<file path="src/xxh64_mul.sv">
`timescale 1ns / 1ps
`default_nettype none
// Multi-cycle 64x64 multiplier, low 64 bits of the product.
// One 32x32 multiplier used in turn for the three partial products. No dependencies.

module xxh64_mul (
  input  wire logic        clk_i,
  input  wire logic        rst_ni,
  input  wire logic        start_i,
  input  wire logic [63:0] a_i,
  input  wire logic [63:0] b_i,
  output logic             done_o,
  output logic [63:0]      prod_o
);

  logic [63:0] a_q, b_q, prod_q, prod_d;
  logic [1:0]  step_q;
  logic        busy_q, done_q;
  logic [31:0] mx, my;
  logic [63:0] mp;

  // Partial product select: lo*lo, then the two cross terms
  always_comb begin
    unique case (step_q)
      2'd0: begin
        mx = a_q[31:0];
        my = b_q[31:0];
      end
      2'd1: begin
        mx = a_q[63:32];
        my = b_q[31:0];
      end
      default: begin
        mx = a_q[31:0];
        my = b_q[63:32];
      end
    endcase
  end

  assign mp = mx * my;

  always_comb begin
    if (step_q == 2'd0) begin
      prod_d = mp;
    end else begin
      prod_d = prod_q + {mp[31:0], 32'h0};
    end
  end

  // Control
  always_ff @(posedge clk_i or negedge rst_ni) begin
    if (!rst_ni) begin
      busy_q <= 1'b0;
      step_q <= 2'd0;
      done_q <= 1'b0;
    end else begin
      done_q <= 1'b0;
      if (start_i && !busy_q) begin
        busy_q <= 1'b1;
        step_q <= 2'd0;
      end else if (busy_q) begin
        if (step_q == 2'd2) begin
          busy_q <= 1'b0;
          done_q <= 1'b1;
          step_q <= 2'd0;
        end else begin
          step_q <= step_q + 2'd1;
        end
      end
    end
  end

  // Operands and accumulating product
  always_ff @(posedge clk_i) begin
    if (start_i && !busy_q) begin
      a_q <= a_i;
      b_q <= b_i;
    end
    if (busy_q) begin
      prod_q <= prod_d;
    end
  end

  assign done_o = done_q;
  assign prod_o = prod_q;

  a_start_idle: assert property (@(posedge clk_i) disable iff (!rst_ni)
    start_i |-> !busy_q) else $error("multiply started while busy");
  a_done_pulse: assert property (@(posedge clk_i) disable iff (!rst_ni)
    done_q |=> !done_q) else $error("done held longer than one cycle");
  a_done_after_last: assert property (@(posedge clk_i) disable iff (!rst_ni)
    (busy_q && step_q == 2'd2) |=> done_q) else $error("missing done");

endmodule

`default_nettype wire
</file>
<file path="config.mk">
export PLATFORM = sky130hd
export DESIGN_NAME = xxh64_mul
export DESIGN_NICKNAME = d
export VERILOG_FILES = /design/src/xxh64_mul.sv
export SDC_FILE = /design/constraint.sdc
export NUM_CORES = 2
export LEC_CHECK = 0
export ABC_AREA = 1
export BUFFER_PORTS_ARGS = -buffer_cell sky130_fd_sc_hd__clkbuf_2
export CAP_MARGIN = 25
export CORE_MARGIN = 2
export CORE_UTILIZATION = 45
export DETAILED_ROUTE_END_ITERATION = 7
export GPL_ROUTABILITY_DRIVEN = 1
export PLACE_DENSITY = 0.66
export REMOVE_ABC_BUFFERS = 1
export SLEW_MARGIN = 20
export SYNTH_ARGS = -nofsm -noshare
export SYNTH_HDL_FRONTEND = slang
export SYNTH_SLANG_ARGS = --single-unit
</file>
<file path="constraint.sdc">
create_clock -name clk_i -period 14.9 [get_ports clk_i]
set_input_delay 2.235 -clock clk_i [delete_from_list [all_inputs] [get_ports clk_i]]
set_output_delay 2.235 -clock clk_i [all_outputs]
set_load 0.02 [all_outputs]
</file>
# --- Yosys cells after proc, flatten, opt, wreduce, memory -nomap -nowiden ---
# Cells that the tools add are included.
word_totals:
  reg_bits: 196
  latchBits: 0
  ramBits: 0
  mem_bits_ro: 0
  in_bits: 131
  out_inout_bits: 65
  word_cells: 28
  mem_count: 0
op_classes:
  addsub: 2
  mul: 1
  div_mod_pow: 0
  n_lt_le_gt_ge: 0
  n_eq_ne: 2
  shift: 0
  muxes: 12
  n_bitwise: 0
  n_reduce_logical: 5
ops:
  columns: ["operator", "count"]
  rows:
  - ["$add 64x64->64", 1]
  - ["$mul 32x32->64", 1]
  - ["$mux 32", 2]
  - ["$mux 64", 1]
  - ["$mux 1", 6]
  - ["$mux 2", 3]
  - ["$add 2x1->2 const B", 1]
  - ["$eq 2x1->1 const B", 1]
  - ["$eq 2x2->1 const B", 1]
  - ["$logic_not 2->1", 1]
  - ["$reduce_bool 2->1", 1]
  - ["$reduce_or 2->1", 1]
  - ["$logic_and 1x1->1", 1]
  - ["$logic_not 1->1", 1]

# --- Longest topological paths before layout ---
logic_depth:
  ltp_word: 6
  ltp_mapped: 45
  mapped_depth_nobuf: 42

# --- Least setup slack after synthesis ---
# No wires, ideal clock.
synth_timing:
  kind: "input-to-reg"
  start: "in start_i"
  end: "reg a_q[0], enable pin"
  setup_time_ns: 0.620
  t_arrival_ns: 7.629
  t_required_ns: 14.280
  setup_slack_ns: 6.651
  stages: 2
  n_path_buf: 0
  cell_sequence: "inv_1 nor2_1"
synth_via:
  elab_chain_len: 1
synth_rtl:
  columns: ["element", "line_no", "source"]
  rows:
  - ["from (decl)", "9", "input wire logic start_i,"]
  - ["$logic_and 1x1->1", "75", "if (start_i && !busy_q) begin"]
  - ["to (signal assigned)", "76", "a_q <= a_i;"]
  - ["to (decl)", "16", "logic [63:0] a_q, b_q, prod_q, prod_d;"]
# No other way between the ends.
# A chain may end at the register's enable or synchronous reset.

# --- Worst setup path after layout ---
layout_timing:
  start: "reg step_q[1]"
  end: "reg prod_q[63] (netlist: prod_o[63]), data pin"
layout_via:
  elab_chain_len: 6
  elab_cells_between_ends: 8
  classes_between: "add/sub (1); mul (1); eq/ne (1); mux (3); reduce/logical (2)"
layout_rtl:
  columns: ["element", "line_no", "source"]
  rows:
  - ["from (decl)", "17", "logic [1:0] step_q;"]
  - ["from (signal assigned)", "67", "step_q <= step_q + 2'd1;"]
  - ["$eq 2x1->1 / $logic_not 2->1 (equally long branches)", "24, 43", null]
  - ["$reduce_or 2->1 (no source line)", null, null]
  - ["$mux 32", "24", "unique case (step_q)"]
  - ["$mul 32x32->64", "40", "assign mp = mx * my;"]
  - ["$add 64x64->64", "46", "prod_d = prod_q + {mp[31:0], 32'h0};"]
  - ["$mux 64 *", "43", "if (step_q == 2'd0) begin"]
  - ["named net prod_d[63]", "16", null]
  - ["to (signal assigned)", "80", "prod_q <= prod_d;"]
  - ["to (decl)", "16", null]
# Mark *: on every way through the listed nets, which the timed path passes. The rest lies on a longest branch.

==> key figures <==
Status
  – Status: complete, no violations

Synth
  – #FFs+latches synth: slightly below 200
  – Post-synth EDFFs: approximately 190
  – Post-synthesis async set-or-reset flop share: 2.04%
  – Synthesized cell area: about 43000 sq um
  – Ys Warns: 0
  – Instance count of the mapped netlist: between 4000 and 5000
  – Syn Area/Cell: 8.63 sq um
  – Main flop type after synthesis: edfxtp_1
  – Largest area contributor in the synthesized netlist: fa_1
  – Number of library cell types mapped by synthesis: 47
  – Top-area cell type share of the netlist area: a little over two fifths
  – Synth cell count leaders: 1118 x inv_1, 1052 x nand2_1, 897 x fa_1
  – Seq/Total Area, Yosys: between 10% and 20%
  – Top post-synthesis cells by area: fa_1 42%, edfxtp_1 13%, inv_1 9.8%, nand2_1 9.2%, ha_1 8.6%
  – Most common cell in the netlist: inv_1

Detailed routing
  – Avg WL per Cell: between 20 and 25 um
  – Vias per cell: ~5.3
  – Post-Route WL: 140000 um
  – Initial DRC Count: 3091
  – Final ANT Viol Nets: 0
  – First-pass DRT Iterations: 6
  – # DRC: 0
  – Via Count: between 30000 and 40000

CTS
  – Clk Latency, worst-skew pair: 0.54 ns
  – CTS tree: done
  – Post-CTS setup buffer count: 0
  – Clk slew on worst S/H paths: 0.10 ns
  – CTS root buffer: clkbuf_16
  – CTS Sinks: 196
  – Post-CTS Hold Buffers: 0
  – Clock tree buffer depth: 2
  – CTS buffer count: 17
  – Htree depth: 4
  – Cts repair resizes: 0

Floorplanning
  – Die area: ~98000 sq um
  – Die width: about 310 um
  – Die Ht: around 310 um
  – Core Box Area: around 95000 sq um
  – Std cell rows: 113
  – Initial Utilization: ~45%
  – Top-Level Pins: 196

Timing
  – Worst slew margin: between 20% and 30%
  – Worst slew pin tran: around 1.1 ns
  – Final worst path period need: between 10 and 15 ns
  – RSZ-0062 raised after global routing: no
  – Slew Limit Fails: 0
  – Worst-case clock skew: 0.0173 ns
  – Setup TNS: 0 ns
  – Final Setup Violations: 0
  – Hold Vio Cnt, Final: 0
  – Crit share post-route: a little under three quarters
  – FMAX: slightly above 0.09 GHz

Critical path
  – Most frequent CP cell: fa_1
  – CP max stage delay: 0.69 ns
  – WS Path Type: register to register
  – Worst setup EP type: register
  – Startpoint Class: register
  – Worst EP required: between 15 and 20 ns
  – CP Max Fanout: 33
  – Data arrival, critical path: 11.01 ns
  – Worst path slowest cell: o21ai_1

GRT
  – Initial antenna violation count: 0
  – Global Route Usage Sum: between 20% and 30%
  – Largest net degree at the start of global routing: between 70 and 80
  – First-pass GRT wire length: between 200000 and 250000 um
  – Total congestion overflow: 0
  – Vias in the first global route: about 35000

Final layout
  – Layout cells sized above 1: between 10% and 20%
  – Final #Nets: between 6000 and 7000
  – P&R area growth vs syn: 6.38%

Placed design
  – HPWL Detailed: 114000 um
  – RePlAce Congestion: ~1.0
  – IO Port Bufs: 195

Worst hold path
  – HP Class: register to register

Flow run
  – Max cap viols: 0
metal layers:
layer / GRT usage (%) / vias up / share of wire, %
met5: 0 / - / 0
met4: 10.8 / 0 / 3.8
met3: 7.52 / 275 / 11
met2: 46.1 / 1674 / 45
met1: 40.1 / 17036 / 40
li1: - / 14825 / -
state kept, by name (all words and copies together) (netlist names):
register	cells
a_q	64
b_q	64
busy_q	1
done_o	1
prod_o	64
step_q	2
cell families after synthesis:
family	after synthesis	share of synthesized area, %
and+or+nand+nor	1873	17.9
AOI/OAI and AO/OA	318	4.53
DFF	196	13.7
adders and majority gates	1193	50.5
xor gates and xnor gates	38	0.776
buffers and inverters	1353	12.6
per-stage QoR:
step                setup WS [ns]  cells  utilization [%]  area [sq um]  hold slack, ns
floorplan                    5.05   4793                -         41900           0.472
detailed placement           4.19   6314             47.5         45000           0.649
finish                       4.18   6350             48.2         45600           0.665
global placement             4.30   6314             47.5         45000           0.642
global route                 3.59   6348             48.2         45600           0.692
CTS                          4.11   6346             48.1         45600           0.665
critical path: cells and delay by family, from the launching register on:
kind | cells | cell delay [ns]
fa+ha+maj | 10 | 4.76
buf+inv | 5 | 1.57
xor+xnor | 1 | 0.54
simple gates | 8 | 1.10
flops | 1 | 0.52
compound gates | 8 | 1.96
layout make-up:
type,count,area [sq um]
tap,1265,1580
antenna,2,5.00
timing repair buffer,258,1480
inverter,1175,4410
fill,9153,49100
clock buffer,17,425
clock inverter,15,161
sequential,196,5870
multi-input combinational,3422,31700
cells in the final DEF (no fill, tap or decap), drive strengths merged, types with 8 or more instances in the layout:
| master | instances |
|---|---|
| nand2 | 1079 |
| o21bai | 14 |
| a21o | 11 |
| inv | 1178 |
| nor2 | 591 |
| a21oi | 128 |
| nand3b | 8 |
| o21ai | 145 |
| nand3 | 113 |
| nor3 | 23 |
| or2 | 44 |
| buf | 63 |
| edfxtp | 192 |
| ha | 296 |
| clkbuf | 212 |
| nand4 | 12 |
| clkinv | 11 |
| xor2 | 32 |
| fa | 897 |
path summary, 6_finish.rpt:
| kind | start | end | slack, ns | depth (start not counted) |
|---|---|---|---|---|
| worst max-delay path | step_q[1] | prod_o[63] | 4.18 | 32 |
| min in group asynchronous | rst_ni | step_q[1] | 1.56 | 1 |
| max in group asynchronous | rst_ni | step_q[1] | 13.08 | 1 |
| worst min-delay path | step_q[0] | step_q[0] | 0.67 | 2 |
| worst max register to register | step_q[1] | prod_o[63] | 4.18 | 32 |
| worst min register to register | step_q[0] | step_q[0] | 0.67 | 2 |
Power is left out: the tool's default activity adds up to more than one toggle a clock period on the data nets, which glitch-free logic cannot reach.
